$ cat config.mk
export PLATFORM = sky130hd
export DESIGN_NAME = peer_sequence_duplicate_filter_core
export DESIGN_NICKNAME = d
export VERILOG_FILES = /design/src/sv/psdf_pkg.sv /design/src/sv/psdf_ram.sv /design/src/sv/psdf_front.sv /design/src/sv/psdf_queue.sv /design/src/sv/psdf_back.sv /design/src/sv/peer_sequence_duplicate_filter_core.sv
export SDC_FILE = /design/constraint.sdc
export NUM_CORES = 2
export LEC_CHECK = 0
export ABC_AREA = 1
export ABC_CLOCK_PERIOD_IN_PS = 6550
export BUFFER_PORTS_ARGS = -buffer_cell sky130_fd_sc_hd__clkbuf_2
export CAP_MARGIN = 30
export CORE_MARGIN = 1
export CORE_UTILIZATION = 60
export CTS_CLUSTER_DIAMETER = 100
export DETAILED_ROUTE_END_ITERATION = 10
export PLACE_DENSITY_LB_ADDON = 0.12
export SLEW_MARGIN = 20
export SYNTH_ARGS = -nofsm -noshare
export SYNTH_HDL_FRONTEND = slang
export SYNTH_SLANG_ARGS = --single-unit
$ cat constraint.sdc
create_clock -name clk_i -period 6.55 [get_ports clk_i]
set_input_delay 1.31 -clock clk_i [delete_from_list [all_inputs] [get_ports clk_i]]
set_output_delay 1.31 -clock clk_i [all_outputs]
set_load 0.01 [all_outputs]
$ cat src/sv/psdf_pkg.sv
// Package for the per-peer duplicate filter: sizes, codes, payload and job types.
// Used by every module of the block but psdf_ram; depends on nothing.
package psdf_pkg;

  localparam int unsigned MaxPeers = 40;
  localparam int unsigned IdxW     = $clog2(MaxPeers);
  localparam int unsigned CntW     = $clog2(MaxPeers + 1);
  localparam int unsigned SlotW    = 6;
  localparam int unsigned SeqW     = 8;
  localparam int unsigned WinW     = 7;

  localparam logic [SeqW-1:0] NewPeerSeq     = 8'd127;
  localparam logic [WinW-1:0] DupWindowReset = 7'd64;

  typedef enum logic [1:0] {
    StAccept = 2'd0,
    StDup    = 2'd1,
    StNew    = 2'd2,
    StFull   = 2'd3
  } status_e;

  typedef enum logic [1:0] {
    JobKnown = 2'd0,
    JobNew   = 2'd1,
    JobFull  = 2'd2
  } job_kind_e;

  typedef enum logic [1:0] {
    FrIdle   = 2'd0,
    FrCmp    = 2'd1,
    FrDecide = 2'd2
  } front_state_e;

  typedef enum logic {
    BkIdle = 1'b0,
    BkRead = 1'b1
  } back_state_e;

  typedef struct packed {
    logic [31:0]     peer_id;
    logic [SeqW-1:0] seq_num;
    logic            channel_a;
    logic            channel_b;
  } in_item_t;

  typedef struct packed {
    logic             duplicate;
    status_e          status;
    logic [SlotW-1:0] peer_slot;
  } out_item_t;

  // Work handed from the lookup front to the sequence back end.
  typedef struct packed {
    job_kind_e       kind;
    logic [CntW-1:0] slot;
    logic [SeqW-1:0] seq_num;
    logic            channel_a;
    logic            channel_b;
  } job_t;

  // One entry of the sequence store: the three channel tracks of a peer.
  typedef struct packed {
    logic [SeqW-1:0] seq_def;
    logic [SeqW-1:0] seq_a;
    logic [SeqW-1:0] seq_b;
  } seq_word_t;

endpackage

$ cat src/sv/psdf_ram.sv
// Generic simple dual-port RAM: one write port, one read port, registered read.
// No dependencies.
module psdf_ram #(
  parameter int unsigned Width = 8,
  parameter int unsigned Depth = 16
) (
  input  logic                     clk_i,
  input  logic                     we_i,
  input  logic [$clog2(Depth)-1:0] waddr_i,
  input  logic [Width-1:0]         wdata_i,
  input  logic                     re_i,
  input  logic [$clog2(Depth)-1:0] raddr_i,
  output logic [Width-1:0]         rdata_o
);

  logic [Width-1:0] mem_q [Depth];
  logic [Width-1:0] rdata_q;

  always_ff @(posedge clk_i) begin
    if (we_i) begin
      mem_q[waddr_i] <= wdata_i;
    end
    if (re_i) begin
      rdata_q <= mem_q[raddr_i];
    end
  end

  assign rdata_o = rdata_q;

endmodule

$ cat src/sv/psdf_front.sv
// Lookup front: accepts packets, matches the peer id table, allocates new slots.
// Depends on psdf_pkg.
module psdf_front import psdf_pkg::*; (
  input  logic     clk_i,
  input  logic     rst_ni,
  input  logic     push,
  input  in_item_t in_item_i,
  output logic     full,
  output logic     job_push_o,
  output job_t     job_o,
  input  logic     job_full_i
);

  front_state_e state_q, state_d;
  in_item_t     item_q;
  logic [CntW-1:0]     count_q, count_d;
  logic [31:0]         id_tbl_q [MaxPeers];
  logic [MaxPeers-1:0] match_q, match_d;
  logic                hit;
  logic [CntW-1:0]     hit_slot;
  logic                accept;
  logic                table_full;
  logic                alloc;

  assign accept     = push && !full;
  assign table_full = (count_q == CntW'(MaxPeers));

  // Compare against every live slot in parallel.
  always_comb begin
    for (int i = 0; i < MaxPeers; i++) begin
      match_d[i] = (id_tbl_q[i] == item_q.peer_id) && (CntW'(i) < count_q);
    end
  end

  // Ids are unique among live slots, so at most one bit is set.
  always_comb begin
    hit_slot = '0;
    for (int i = 0; i < MaxPeers; i++) begin
      hit_slot = hit_slot | (match_q[i] ? CntW'(i) : '0);
    end
  end

  assign hit = |match_q;

  always_comb begin
    state_d = state_q;
    unique case (state_q)
      FrIdle: begin
        if (accept) state_d = FrCmp;
      end
      FrCmp:  state_d = FrDecide;
      FrDecide: begin
        if (!job_full_i) state_d = FrIdle;
      end
      default: state_d = FrIdle;
    endcase
  end

  always_comb begin
    full       = 1'b1;
    job_push_o = 1'b0;
    alloc      = 1'b0;
    job_o.seq_num   = item_q.seq_num;
    job_o.channel_a = item_q.channel_a;
    job_o.channel_b = item_q.channel_b;
    job_o.kind      = JobKnown;
    job_o.slot      = hit_slot;
    if (!hit) begin
      if (table_full) begin
        job_o.kind = JobFull;
        job_o.slot = CntW'(MaxPeers);
      end else begin
        job_o.kind = JobNew;
        job_o.slot = count_q;
      end
    end
    unique case (state_q)
      FrIdle:   full = 1'b0;
      FrCmp:    full = 1'b1;
      FrDecide: begin
        job_push_o = !job_full_i;
        alloc      = !job_full_i && !hit && !table_full;
      end
      default:  full = 1'b1;
    endcase
  end

  assign count_d = alloc ? count_q + CntW'(1) : count_q;

  always_ff @(posedge clk_i or negedge rst_ni) begin
    if (!rst_ni) begin
      state_q <= FrIdle;
      count_q <= '0;
    end else begin
      state_q <= state_d;
      count_q <= count_d;
    end
  end

  always_ff @(posedge clk_i) begin
    if (accept) item_q <= in_item_i;
    match_q <= match_d;
    if (alloc) id_tbl_q[count_q[IdxW-1:0]] <= item_q.peer_id;
  end

endmodule

$ cat src/sv/psdf_queue.sv
// Two-entry job queue between the lookup front and the sequence back end.
// Depends on psdf_pkg.
module psdf_queue import psdf_pkg::*; (
  input  logic clk_i,
  input  logic rst_ni,
  input  logic push_i,
  input  job_t job_i,
  output logic full_o,
  input  logic pop_i,
  output job_t job_o,
  output logic empty_o
);

  job_t       ent_q [2];
  logic       wr_ptr_q, rd_ptr_q;
  logic [1:0] cnt_q;
  logic       do_push, do_pop;

  assign full_o  = (cnt_q == 2'd2);
  assign empty_o = (cnt_q == 2'd0);
  assign do_push = push_i && !full_o;
  assign do_pop  = pop_i && !empty_o;
  assign job_o   = ent_q[rd_ptr_q];

  always_ff @(posedge clk_i or negedge rst_ni) begin
    if (!rst_ni) begin
      wr_ptr_q <= 1'b0;
      rd_ptr_q <= 1'b0;
      cnt_q    <= 2'd0;
    end else begin
      if (do_push) wr_ptr_q <= ~wr_ptr_q;
      if (do_pop)  rd_ptr_q <= ~rd_ptr_q;
      cnt_q <= cnt_q + {1'b0, do_push} - {1'b0, do_pop};
    end
  end

  always_ff @(posedge clk_i) begin
    if (do_push) ent_q[wr_ptr_q] <= job_i;
  end

endmodule

$ cat src/sv/psdf_back.sv
// Sequence back end: read-modify-write of the per-peer track store, result register.
// Depends on psdf_pkg and psdf_ram.
module psdf_back import psdf_pkg::*; (
  input  logic            clk_i,
  input  logic            rst_ni,
  input  logic            cfg_we_i,
  input  logic [WinW-1:0] cfg_wdata_i,
  input  job_t            job_i,
  input  logic            job_empty_i,
  output logic            job_pop_o,
  output out_item_t       out_item_o,
  output logic            empty,
  input  logic            pop
);

  back_state_e state_q, state_d;
  job_t        job_q;
  logic [WinW-1:0] win_q;
  out_item_t   out_q, out_d;
  logic        out_valid_q;
  logic        out_load;
  logic        out_free;
  logic        start;

  logic            ram_we, ram_re;
  logic [IdxW-1:0] ram_waddr, ram_raddr;
  seq_word_t       ram_wdata, ram_rdata;

  logic [SeqW-1:0]   last_seq;
  logic signed [8:0] diff, win;
  logic              is_dup;
  seq_word_t         upd_word;

  psdf_ram #(
    .Width($bits(seq_word_t)),
    .Depth(MaxPeers)
  ) u_seq_ram (
    .clk_i  (clk_i),
    .we_i   (ram_we),
    .waddr_i(ram_waddr),
    .wdata_i(ram_wdata),
    .re_i   (ram_re),
    .raddr_i(ram_raddr),
    .rdata_o(ram_rdata)
  );

  assign out_free = !out_valid_q || pop;
  assign start    = (state_q == BkIdle) && !job_empty_i && out_free;

  always_comb begin
    if (job_q.channel_a)      last_seq = ram_rdata.seq_a;
    else if (job_q.channel_b) last_seq = ram_rdata.seq_b;
    else                      last_seq = ram_rdata.seq_def;
  end

  assign diff   = $signed({1'b0, job_q.seq_num}) - $signed({1'b0, last_seq});
  assign win    = $signed({2'b00, win_q});
  assign is_dup = (diff >= -win) && ((diff <= 9'sd0) || (diff >= win));

  always_comb begin
    upd_word = ram_rdata;
    if (job_q.channel_a)      upd_word.seq_a   = job_q.seq_num;
    else if (job_q.channel_b) upd_word.seq_b   = job_q.seq_num;
    else                      upd_word.seq_def = job_q.seq_num;
  end

  always_comb begin
    state_d = state_q;
    unique case (state_q)
      BkIdle: begin
        if (start && job_i.kind == JobKnown) state_d = BkRead;
      end
      BkRead:  state_d = BkIdle;
      default: state_d = BkIdle;
    endcase
  end

  always_comb begin
    job_pop_o = 1'b0;
    out_load  = 1'b0;
    out_d     = out_q;
    ram_we    = 1'b0;
    ram_re    = 1'b0;
    ram_raddr = job_i.slot[IdxW-1:0];
    ram_waddr = job_i.slot[IdxW-1:0];
    ram_wdata = '{seq_def: NewPeerSeq, seq_a: NewPeerSeq, seq_b: NewPeerSeq};
    unique case (state_q)
      BkIdle: begin
        if (start) begin
          job_pop_o = 1'b1;
          unique case (job_i.kind)
            JobKnown: ram_re = 1'b1;
            JobNew: begin
              ram_we   = 1'b1;
              out_load = 1'b1;
              out_d    = '{duplicate: 1'b0, status: StNew,
                           peer_slot: job_i.slot[SlotW-1:0]};
            end
            JobFull: begin
              out_load = 1'b1;
              out_d    = '{duplicate: 1'b0, status: StFull,
                           peer_slot: SlotW'(MaxPeers)};
            end
            default: job_pop_o = 1'b1;
          endcase
        end
      end
      BkRead: begin
        ram_waddr = job_q.slot[IdxW-1:0];
        ram_wdata = upd_word;
        ram_we    = !is_dup;
        out_load  = 1'b1;
        out_d     = '{duplicate: is_dup, status: is_dup ? StDup : StAccept,
                      peer_slot: job_q.slot[SlotW-1:0]};
      end
      default: job_pop_o = 1'b0;
    endcase
  end

  always_ff @(posedge clk_i or negedge rst_ni) begin
    if (!rst_ni) begin
      state_q     <= BkIdle;
      out_valid_q <= 1'b0;
      win_q       <= DupWindowReset;
    end else begin
      state_q <= state_d;
      if (out_load)  out_valid_q <= 1'b1;
      else if (pop)  out_valid_q <= 1'b0;
      if (cfg_we_i)  win_q <= cfg_wdata_i;
    end
  end

  always_ff @(posedge clk_i) begin
    if (start)    job_q <= job_i;
    if (out_load) out_q <= out_d;
  end

  assign out_item_o = out_q;
  assign empty      = !out_valid_q;

endmodule

$ cat src/sv/peer_sequence_duplicate_filter_core.sv
// Top level of the per-peer duplicate filter: front, job queue and back end.
// Depends on psdf_pkg, psdf_front, psdf_queue, psdf_back.
//
// Usage:
//   Input channel: drive in_item_i and raise push; the packet is taken at a
//   rising edge where push is high and full is low.
//   Result channel: while empty is low, out_item_o carries the oldest result;
//   it is taken at a rising edge where pop is high.
//   Configuration: pulse cfg_we_i with cfg_wdata_i to set the duplicate
//   window; write it only while the block is idle. Reset value is 64.
// Timing:
//   The front captures a packet, then compares it in parallel against the peer
//   id table, then decides and hands a job to a two-entry queue; it takes no
//   new packet until the job is handed over, and a full queue holds it there.
//   The back end finishes new or full-table packets as it pops them; known
//   peers take a registered read of the sequence RAM, then a write back.
// Reset:
//   Clears the peer count, both state machines, the queue and the result
//   valid; the id table and sequence store keep whatever they held.
// Stall:
//   A result held by the receiver blocks the back end only; the front keeps
//   taking packets until the job queue fills, then holds full high in decide.
module peer_sequence_duplicate_filter_core import psdf_pkg::*; (
  input  logic            clk_i,
  input  logic            rst_ni,
  input  logic            push,
  input  in_item_t        in_item_i,
  output logic            full,
  output logic            empty,
  input  logic            pop,
  output out_item_t       out_item_o,
  input  logic            cfg_we_i,
  input  logic [WinW-1:0] cfg_wdata_i
);

  // Jobs from the front into the queue.
  logic job_push, job_full;
  job_t job_in;
  // Jobs from the queue into the back end.
  logic job_pop, job_empty;
  job_t job_out;

  psdf_front u_front (
    .clk_i     (clk_i),
    .rst_ni    (rst_ni),
    .push      (push),
    .in_item_i (in_item_i),
    .full      (full),
    .job_push_o(job_push),
    .job_o     (job_in),
    .job_full_i(job_full)
  );

  psdf_queue u_queue (
    .clk_i  (clk_i),
    .rst_ni (rst_ni),
    .push_i (job_push),
    .job_i  (job_in),
    .full_o (job_full),
    .pop_i  (job_pop),
    .job_o  (job_out),
    .empty_o(job_empty)
  );

  psdf_back u_back (
    .clk_i      (clk_i),
    .rst_ni     (rst_ni),
    .cfg_we_i   (cfg_we_i),
    .cfg_wdata_i(cfg_wdata_i),
    .job_i      (job_out),
    .job_empty_i(job_empty),
    .job_pop_o  (job_pop),
    .out_item_o (out_item_o),
    .empty      (empty),
    .pop        (pop)
  );

endmodule

==> flow_metrics.py <==
metrics = {
    "outcome": {
        "status": "complete, but fails checks",
        "violations": "design-rule violations",
    },
    "cells_and_area": {
        "syn_to_final_growth_pct": 11.7,
        "final_nets": 7563,
        "drive_above_1_share_pct": 12.5,
    },
    "sta": {
        "worst_pin_slew_ns": 1.07,
        "fmax_mhz": 181,
        "grt_setup_unrepaired": "no",
        "slew_violations": 0,
        "finalHoldViolCount": 0,
        "relSlewSlack_pct": 28.7,
        "tns_ns": 0,
        "period_minus_slack_ns": 5.53,
        "setup_viol": 0,
        "fin_crit_sh_pct": 84.4,
        "fin_skew_ns": 0.0462,
    },
    "yosys": {
        "synthesis.area_sq_mm": 0.100,
        "async_reset_ff_share_pct": 0.865,
        "yosys_warnings": 0,
        "syn-instance-count": 7378,
        "yosysTopAreaCellShare_pct": 71.0,
        "ys_seq_area_share_pct": 72.3,
        "ys.flop_type": "edfxtp_1",
        "syn_nets": 7462,
        "synth.avg_cell_area_sq_um": 13.6,
        "synth_area_leaders": "edfxtp_1, xnor2_1, nor2_1",
        "synth.distinct_cells": 56,
        "synth_edf_count": 2367,
        "synth.largest_area_cell": "edfxtp_1",
        "yosys_register_bits": 2428,
    },
    "flow_run": {
        "cap_viol_max_count": 0,
    },
    "placed_design": {
        "io_buffers": 64,
        "hpwl_microns": 164000,
        "gp_congestion": 0.950,
    },
    "route": {
        "viasPerCell": 6.47,
        "drt_wl_total_microns": 287000,
        "vias": 63900,
        "drtIter0Drc": 8805,
        "wire_per_inst_microns": 29.0,
        "drc": 8,
        "firstDrtPassIters": 10,
        "drtAntennaViolNets": 0,
    },
    "floorplan": {
        "die-area_sq_mm": 0.169,
        "die_w_microns": 411,
        "fp.dieH_microns": 411,
        "core-area_sq_mm": 0.165,
        "rows": 149,
        "start_util_pct": 60.6,
        "io_pins": 65,
    },
    "clock_network": {
        "post_cts_buffers": 0,
        "clkLatencyLatePin_ns": 0.89,
        "cts_buffers": 234,
        "cts_resized": 0,
        "clk_pin_slew_ns": 0.06,
        "cts-hold-fix-buffers": 0,
        "clk_path_buf_depth": 3,
        "clock-sinks": 2428,
        "cts_root_buf": "clkbuf_16",
        "h-tree-depth": 4,
        "cts_tree": "done",
    },
    "global_routing": {
        "grt_pass1_vias": 60500,
        "grt_max_degree": 128,
        "antenna_found_initial": 14,
        "grt_pass1_wl_microns": 411000,
        "grt_overflow": 0,
        "track_usage_pct": 33.7,
    },
    "worst_setup_path": {
        "worst_ep_arrival_time_ns": 6.09,
        "crit_type": "flop to flop",
        "cp_max_fo": 18,
        "slowest_stage": "a21oi_2",
        "cp-startpoint": "u_back.job_q[1]",
        "reg2reg_from": "u_back.job_q[1]",
        "cp-start-kind": "flop",
        "crit_top_cell": "nand2_1",
        "worstSetupEndpointType": "flop",
        "crit_required_ns": 7.11,
        "cp_slowest_stage_delay_ns": 0.51,
    },
    "power_and_ir_drop": {
        "peakVddDrop_v": 0.000291,
        "power_mw": 43.9,
        "power.density_mw_per_mm2": 392,
        "p_leak_nw": 35.8,
    },
    "min_path": {
        "min_path_type": "input pin to async pin",
    },
}
[final timing paths]
kind	endpoint	slack (ns)	cells past startpoint
max	u_back.u_seq_ram.mem_q[1][12]	1.02	28
min	u_front.count_q[1]	0.29	1
max reg2reg	u_back.u_seq_ram.mem_q[1][12]	1.02	28
min reg2reg	u_queue.ent_q[0][0]	0.45	0
max in group asynchronous	u_back.win_q[6]	5.72	2
min in group clk_i	u_queue.ent_q[0][0]	0.45	0
[critical path, delay by kind of cell, from the launching register on]
| family | cells | cell delay [ns] |
|---|---|---|
| simple gates | 14 | 1.53 |
| compound gates | 3 | 0.85 |
| buf+inv | 8 | 1.46 |
| fa+ha+maj | 3 | 0.95 |
| flops | 1 | 0.35 |
[synth_stat cells (7+ instances only)]
master / n
xnor2_1: 387
nand3_1: 197
buf_6: 14
o22ai_1: 136
o211ai_1: 140
nor2_1: 784
a211oi_1: 18
edfxtp_1: 2367
or2_2: 206
nor3_1: 20
nor4b_1: 16
nor4_1: 128
a221o_1: 7
buf_1: 58
a21oi_1: 74
clkbuf_1: 235
nand2_1: 749
o221ai_1: 120
o21ai_1: 160
nand4_1: 92
a2111oi_0: 21
xor2_1: 301
a221oi_1: 109
o21ai_0: 559
clkinv_1: 14
buf_2: 102
o2111ai_1: 22
inv_1: 137
ha_1: 29
dfrtp_1: 20
dfxtp_1: 40
a22o_1: 56
[routing by layer]
layer	up-vias	track usage, %	part of all wire (%)
met1	31800	45.0	37
met2	3736	53.1	47
met5	-	0	0.024
li1	27600	-	-
met4	10	18.4	6.1
met3	791	6.06	9.9
[power breakdown]
group | internal [mW] | switching (mW) | leakage, nW
Sequential | 18.0 | 0.256 | 21.5
Clock | 7.91 | 5.90 | 3.87
Combinational | 2.98 | 8.88 | 10.5
[logic make-up (layout without fill, tap and decap cells)]
group / count (synthesis) / in the layout / synth area share, %
AOI/OAI and AO/OA: 1436 / 1436 / 9.06
xor gates and xnor gates: 688 / 688 / 6.02
adders and majority gates: 30 / 30 / 0.382
buffers and inverters: 577 / 884 / 2.43
DFF: 2428 / 2428 / 72.3
other: 0 / 5 / 0
and+or+nand+nor: 2219 / 2219 / 9.83
[cells in the final DEF, fill, tap and decap left out, drive strengths merged, types with 109 or more instances in the layout]
cell type	n
nor2	789
o21ai	726
o221ai	120
buf	221
nand2	752
or2	210
xor2	301
inv	152
nand3	197
o22ai	136
nor4	128
a221oi	109
clkbuf	376
o211ai	140
xnor2	387
edfxtp	2367
[sequential cells by signal, summed over array words and instances (netlist names), 2 cells and up]
register / flops
u_queue.cnt_q: 2
u_queue.ent_q: 36
u_front.id_tbl_q: 1280
u_front.job_o: 10
u_front.state_q: 2
u_back.job_q: 16
u_front.item_q: 32
u_front.match_q: 40
u_back.u_seq_ram.rdata_o: 24
u_front.count_q: 6
u_back.win_q: 7
u_back.out_item_o: 9
u_back.u_seq_ram.mem_q: 960
[per-stage QoR]
step	hold slack [ns]	setup slack, ns	instances	instance area [sq um]	utilization [%]
after floorplan	0.421	1.52	7378	100000	-
after global placement	0.426	1.00	9426	104000	62.8
after detailed placement	0.432	1.06	9430	104000	62.8
after CTS	0.449	1.03	9872	112000	67.6
after global routing	0.265	0.511	9877	112000	67.6
final	0.292	1.02	9879	112000	67.7
[layout make-up]
| class | instances | area (sq um) |
|---|---|---|
| diodes | 5 | 12.5 |
| clock buffers | 312 | 6440 |
| clock inverters | 130 | 1460 |
| fillers | 11400 | 53500 |
| inverters | 157 | 609 |
| multi-input cells | 4373 | 25900 |
| flip-flops and latches | 2428 | 72400 |
| well taps | 2189 | 2740 |
| repair buffers | 285 | 2340 |
No activity file was read; power rests on OpenSTA's default activity.
